==> config.mk <==
export PLATFORM = sky130hd
export DESIGN_NAME = button_bank_selector_with_lockout_core
export DESIGN_NICKNAME = d
export VERILOG_FILES = /design/src/rtl/bbsl_pkg.sv /design/src/rtl/bbsl_ctrl.sv /design/src/rtl/button_bank_selector_with_lockout_core.sv
export SDC_FILE = /design/constraint.sdc
export NUM_CORES = 1
export LEC_CHECK = 0
export BUFFER_PORTS_ARGS = -buffer_cell sky130_fd_sc_hd__buf_2
export CAP_MARGIN = 40
export CORE_MARGIN = 5
export CORE_UTILIZATION = 40
export CTS_BUF_LIST = sky130_fd_sc_hd__clkbuf_16
export CTS_CLUSTER_SIZE = 28
export DETAILED_ROUTE_END_ITERATION = 12
export SYNTH_ARGS = -nofsm -noshare
export SYNTH_HDL_FRONTEND = slang
export SYNTH_HIERARCHICAL = 1
export SYNTH_SLANG_ARGS = --single-unit
export TNS_END_PERCENT = 10
==> constraint.sdc <==
create_clock -name clk -period 5.35 [get_ports clk]
set_input_delay 0.8025 -clock clk [delete_from_list [all_inputs] [get_ports clk]]
set_output_delay 0.8025 -clock clk [all_outputs]
set_load 0.1 [all_outputs]
==> src/rtl/bbsl_pkg.sv <==
// shared types and constants for the button bank selector with lockout
package bbsl_pkg;

  localparam int unsigned NUM_BANKS_DEF = 8;
  localparam int unsigned BANK_W = 3;
  localparam int unsigned PERIOD_W = 16;
  localparam logic [PERIOD_W-1:0] LOCK_PERIOD_RST = 16'd781;

  // segment bits 0..6 = a,b,c,d,e,g,f, pattern for digit bank+1
  localparam logic [6:0] SEG_TABLE [8] = '{
    7'h06, 7'h3B, 7'h2F, 7'h66, 7'h6D, 7'h7D, 7'h07, 7'h7F
  };

  typedef struct packed {
    logic next_pressed;
    logic back_pressed;
  } in_item_t;

  typedef struct packed {
    logic [BANK_W-1:0] bank_select;
    logic              target_run;
    logic [6:0]        segment_code;
    logic              dot_on;
    logic              keys_locked;
  } out_item_t;

endpackage

==> src/rtl/bbsl_ctrl.sv <==
// bank index, lockout timer and flag state with the per-item update
module bbsl_ctrl #(
  parameter int unsigned NUM_BANKS = bbsl_pkg::NUM_BANKS_DEF
) (
  input  logic                               clk,
  input  logic                               rst_n,
  input  logic                               step,
  input  bbsl_pkg::in_item_t                 item,
  input  logic [bbsl_pkg::PERIOD_W-1:0]      lock_period,
  output bbsl_pkg::out_item_t                res
);

  localparam logic [bbsl_pkg::BANK_W-1:0] LAST_BANK = bbsl_pkg::BANK_W'(NUM_BANKS - 1);
  localparam logic [bbsl_pkg::BANK_W-1:0] BANK_LIM  = bbsl_pkg::BANK_W'(NUM_BANKS - 1);

  logic [bbsl_pkg::BANK_W-1:0]   bank_r, bank_nxt;
  logic                          lock_r, lock_nxt;
  logic [bbsl_pkg::PERIOD_W-1:0] cnt_r, cnt_nxt;
  logic                          running_r, running_nxt;
  logic                          run_r, run_nxt;
  logic                          dot_r, dot_nxt;
  logic                          do_next, do_back;

  assign do_next = !lock_r && item.next_pressed;
  assign do_back = !lock_r && item.back_pressed;

  always_comb begin
    bank_nxt    = bank_r;
    lock_nxt    = lock_r;
    cnt_nxt     = cnt_r;
    running_nxt = running_r;
    run_nxt     = run_r;
    dot_nxt     = dot_r;
    priority if (do_next || do_back) begin
      if (do_next) begin
        bank_nxt = (bank_r >= BANK_LIM) ? '0 : bank_r + 1'b1;
      end else begin
        bank_nxt = (bank_r == '0 || bank_r > BANK_LIM) ? LAST_BANK : bank_r - 1'b1;
      end
      lock_nxt    = 1'b1;
      run_nxt     = 1'b0;
      dot_nxt     = 1'b1;
      cnt_nxt     = '0;
      running_nxt = 1'b1;
    end else if (running_r) begin
      if (cnt_r >= lock_period) begin
        // timer expired
        run_nxt = 1'b1;
        dot_nxt = 1'b0;
        cnt_nxt = '0;
        if (!item.next_pressed && !item.back_pressed) begin
          lock_nxt    = 1'b0;
          running_nxt = 1'b0;
        end
      end else begin
        cnt_nxt = cnt_r + 1'b1;
      end
    end else begin
      cnt_nxt = cnt_r;
    end
  end

  always_ff @(posedge clk) begin
    if (!rst_n) begin
      bank_r    <= '0;
      lock_r    <= 1'b1;
      cnt_r     <= '0;
      running_r <= 1'b1;
      run_r     <= 1'b0;
      dot_r     <= 1'b1;
    end else if (step) begin
      bank_r    <= bank_nxt;
      lock_r    <= lock_nxt;
      cnt_r     <= cnt_nxt;
      running_r <= running_nxt;
      run_r     <= run_nxt;
      dot_r     <= dot_nxt;
    end
  end

  always_comb begin
    res.bank_select  = bank_nxt;
    res.target_run   = run_nxt;
    res.segment_code = (bank_nxt > BANK_LIM) ? bbsl_pkg::SEG_TABLE[0]
                                             : bbsl_pkg::SEG_TABLE[bank_nxt];
    res.dot_on       = dot_nxt;
    res.keys_locked  = lock_nxt;
  end

endmodule

==> src/rtl/button_bank_selector_with_lockout_core.sv <==
// top level: input register, state update and result register of the bank selector
// an item waits in the input register until the state update loads its result register
// throughput: one item per cycle while out_ready is high, set by the single state update
// out_ready low holds the result register; one more item waits in the input register
// reset: synchronous active-low rst_n; bank 0, keys locked, lockout timer running,
// target held, dot lit, lock_period 781
module button_bank_selector_with_lockout_core #(
  parameter int unsigned NUM_BANKS = bbsl_pkg::NUM_BANKS_DEF
) (
  input  logic                          clk,
  input  logic                          rst_n,
  input  logic                          in_valid,
  output logic                          in_ready,
  input  bbsl_pkg::in_item_t            in_data,
  output logic                          out_valid,
  input  logic                          out_ready,
  output bbsl_pkg::out_item_t           out_data,
  input  logic                          cfg_wr_en,
  input  logic [bbsl_pkg::PERIOD_W-1:0] cfg_wr_data
);

  logic [bbsl_pkg::PERIOD_W-1:0] period_r;
  logic                          in_vld_r;
  bbsl_pkg::in_item_t            in_data_r;
  logic                          out_vld_r;
  bbsl_pkg::out_item_t           out_data_r;
  bbsl_pkg::out_item_t           res;
  logic                          adv;

  assign adv      = in_vld_r && (!out_vld_r || out_ready);
  assign in_ready = !in_vld_r || adv;

  always_ff @(posedge clk) begin
    if (!rst_n) begin
      period_r <= bbsl_pkg::LOCK_PERIOD_RST;
    end else if (cfg_wr_en) begin
      period_r <= cfg_wr_data;
    end
  end

  always_ff @(posedge clk) begin
    if (!rst_n) begin
      in_vld_r <= 1'b0;
    end else if (in_valid && in_ready) begin
      in_vld_r <= 1'b1;
    end else if (adv) begin
      in_vld_r <= 1'b0;
    end
  end

  always_ff @(posedge clk) begin
    if (in_valid && in_ready) begin
      in_data_r <= in_data;
    end
  end

  bbsl_ctrl #(
    .NUM_BANKS (NUM_BANKS)
  ) u_ctrl (
    .clk         (clk),
    .rst_n       (rst_n),
    .step        (adv),
    .item        (in_data_r),
    .lock_period (period_r),
    .res         (res)
  );

  always_ff @(posedge clk) begin
    if (!rst_n) begin
      out_vld_r <= 1'b0;
    end else if (adv) begin
      out_vld_r <= 1'b1;
    end else if (out_ready) begin
      out_vld_r <= 1'b0;
    end
  end

  always_ff @(posedge clk) begin
    if (adv) begin
      out_data_r <= res;
    end
  end

  assign out_valid = out_vld_r;
  assign out_data  = out_data_r;

  a_unlocked_runs: assert property (@(posedge clk) disable iff (!rst_n)
    (out_vld_r && !out_data_r.keys_locked) |-> (out_data_r.target_run && !out_data_r.dot_on))
    else $error("keys unlocked while target held or dot lit");

  a_dot_vs_run: assert property (@(posedge clk) disable iff (!rst_n)
    out_vld_r |-> (out_data_r.dot_on != out_data_r.target_run))
    else $error("dot and run flag not complementary");

  a_ready_when_free: assert property (@(posedge clk) disable iff (!rst_n)
    !out_vld_r |-> in_ready)
    else $error("input stalled with empty result register");

  a_adv_loads: assert property (@(posedge clk) disable iff (!rst_n)
    adv |=> out_vld_r)
    else $error("result lost after state update");

endmodule
==> metrics.txt <==
crit path to out_data[5]; Max-Cap Viols 0; final hold vios 0; Critical path origin u_ctrl/bank_r[0]; # setup viols final 0; die area 9270 sq um; via-per-instance ratio 4.78; Sw Share 26.6%; P_leak 1.45 nW; CTS Sinks 56; reg-to-reg setup timing slack 2.62 ns; Max IR drop VDD 0.133 mV; detailed-route wire length per cell 12.2 um; R2R cell count 9; Die Span X 96.3 um; grt total ovfl 0; layout cell share with drive strength beyond 1 17.2%; postcts setup bufs 0; syn_nets 346; number of global-route vias before repair 1954; WL met2 2150 um; H-tree depth 2; EDFF count, synth 15; internal power 674 uW; DR pass1 iterations 4; clock network power share 35.3%; Hold-fix buffers, CTS 0; FILL cells 704; Startpoint Class flip-flop; initial antenna violation count 0; clock buffer depth 2; post-DP HPWL 3950 um; maximum clock frequency 366 MHz; critical-path maximum fanout 8; biggest area consumer among synthesized cells dfxtp_1; worst clock skew 0.00429 ns; net switching power 244 uW; CTS Buf Count 5; CTS-repair resized insts 0; Hold Path Class reg2reg; yosys warns 6; run status completed; vias 2060; Syn Inst Count 297; Final min period 2.73 ns; CP endpoint kind flip-flop; metal3 WL 243 um; Clk pin slew, worst setup/hold paths 0.07 ns; Slew HR 51.6%; Cell Area, Synth 2980 sq um; # nets final 380; setup repair after global routing missed its margin no; final WL 5270 um; synth top area cells dfxtp_1 (28%), edfxtp_1 (15%), ha_1 (11%); part of the power in registers 50.7%; Die Ht 96.3 um; Crit Path Category reg2reg; worst skew pair latency 0.29 ns; register area share after synthesis 42.7%; FFs w/ async S/R, synth 0%; Reg-to-Reg Start u_ctrl/bank_r[0]; gpl congestion 0.761; first-pass GRT wire length 9190 um; Post-Route M1 WL 2850 um; Worst-Margin Slew 0.726 ns; top layer in use met4; post-layout power 918 uW; Mapped Avg Cell Area 10.0 sq um; DRC Markers 0; Crit Reg-Reg Endpoint out_data[5]; Worst EP required 5.39 ns; pwr dens 273 nW/um^2; final period utilization 51.1%; Starting Density 41.0%; CTS tree yes; drt initial violations 136; critical path arrival 2.78 ns; largest net degree at the start of global routing 29; final slew viol count 0; ANT cells 0; Top FF cell, synth dfxtp_1; share of the synthesized area in the top cell type 27.6%; CTS Root Cell clkbuf_16; Comb power frac 14.0%; #FFs+latches synth 56; # rows 31; Area Growth Syn to Fin 13.0%; TNS Setup 0 ns; Port Buf Inserts 37; # IOs 38; Core Region 7250 sq um; Post-DRT Antenna Nets 0; synth unique cells 48; overall track demand over capacity in global routing 12.5%
## how the worst min path moves through the flow
stage / from / end / slack [ns] / cells past startpoint
5_1_grt: period_r[2] / period_r[2] / 0.50 / 2
3_5_place_dp: period_r[2] / period_r[2] / 0.46 / 2
2_1_floorplan: period_r[2] / period_r[2] / 0.44 / 2
3_3_place_gp: period_r[2] / period_r[2] / 0.46 / 2
6_report: period_r[9] / period_r[9] / 0.47 / 2
4_1_cts: period_r[2] / period_r[2] / 0.48 / 2
## area by class of cell
cell class	count	area (sq um)	area share [%]
repair buffers	38	200	5.95
flip-flops and latches	56	1270	37.8
inverters	30	113	3.35
clock inverters	3	22.5	0.670
clock buffers	5	125	3.72
multi-input cells	200	1510	44.8
well taps	99	124	3.68
## per-stage QoR
stage	hold slack [ns]	instances	area, sq um	utilization, %	setup slack, ns
final	0.474	431	3360	46.4	2.62
after global routing	0.495	431	3360	46.4	2.37
after CTS	0.481	431	3360	46.4	2.63
after detailed placement	0.461	423	3220	44.3	2.37
after global placement	0.457	422	3200	44.1	2.09
after floorplan	0.441	297	2980	-	2.34
## layer usage
metal	track usage [%]	vias to the layer above
met5	0	-
met4	3.91	0
met3	2.58	2
met2	18.2	37
met1	18.4	925
li1	-	1096
## state kept, by name (all words and copies together), names as in the netlist
signal	count
out_valid	1
in_data_r	2
u_ctrl/run_r	1
out_data	13
in_vld_r	1
period_r	16
u_ctrl/bank_r	3
u_ctrl/cnt_r	16
u_ctrl/running_r	1
u_ctrl/dot_r	1
u_ctrl/lock_r	1
## logic make-up (layout without fill, tap and decap cells)
kind of cell | count (synthesis) | count (layout) | synth area share [%]
xor+xnor | 16 | 16 | 4.71
flops | 56 | 56 | 42.7
mux | 24 | 24 | 8.28
simple gates | 93 | 93 | 15.9
fa+ha+maj | 26 | 26 | 10.9
buf+inv | 41 | 76 | 6.73
compound gates | 41 | 41 | 10.8
## Yosys cell counts (2+ instances only)
| master | n |
|---|---|
| nor3_1 | 5 |
| dfxtp_1 | 41 |
| nand3_1 | 6 |
| and4_1 | 4 |
| o2111ai_1 | 2 |
| nand2b_1 | 2 |
| o21a_1 | 4 |
| mux2_2 | 5 |
| ha_1 | 26 |
| xor2_1 | 4 |
| o211a_1 | 3 |
| buf_4 | 3 |
| o21ai_0 | 5 |
| o21bai_1 | 2 |
| mux2i_1 | 19 |
| xnor2_1 | 12 |
| a21oi_1 | 8 |
| and2_1 | 5 |
| a21oi_2 | 2 |
| nor4_1 | 2 |
| a211oi_1 | 2 |
| buf_6 | 2 |
| buf_2 | 3 |
| nand2_1 | 18 |
| edfxtp_1 | 15 |
| inv_1 | 30 |
| nor2_1 | 26 |
| nand4_1 | 5 |
| nor2b_1 | 17 |
## placed cells by master (no fill, tap or decap), types with 3 or more instances in the layout
cell type  synthesis  final
nor2_1            26     26
nand2_1           18     18
o21ai_0            5      5
o211a_1            3      3
nor2b_1           17     16
clkbuf_16          0      5
nor3_1             5      5
ha_1              26     26
dfxtp_1           41     41
buf_2              3     37
mux2_2             5      5
o21a_1             4      4
xor2_1             4      4
a21oi_1            8      8
mux2i_1           19     19
inv_1             30     30
nand4_1            5      5
nand3_1            6      6
and2_1             5      5
edfxtp_1          15     15
xnor2_1           12     12
and4_1             4      4
## critical path: stages, from the launching register on
cell and delay (ns):
dfxtp_1 0.45, inv_1 0.10, ha_1 0.31, xnor2_1 0.13, mux2i_1 0.50, inv_1 0.20, ha_1 0.23, nor2_1 0.18
a21oi_1 0.11, mux2_2 0.27
## power groups by stage
stage / clock network (mW) / logic, mW / registers (mW)
6_report: 0.324 / 0.128 / 0.465
4_1_cts: 0.339 / 0.130 / 0.465
2_1_floorplan: 0 / 0.0716 / 0.505
3_5_place_dp: 0 / 0.129 / 0.475
3_3_place_gp: 0 / 0.126 / 0.475
5_1_grt: 0.355 / 0.142 / 0.468
Power figures use the tool's default switching activity.
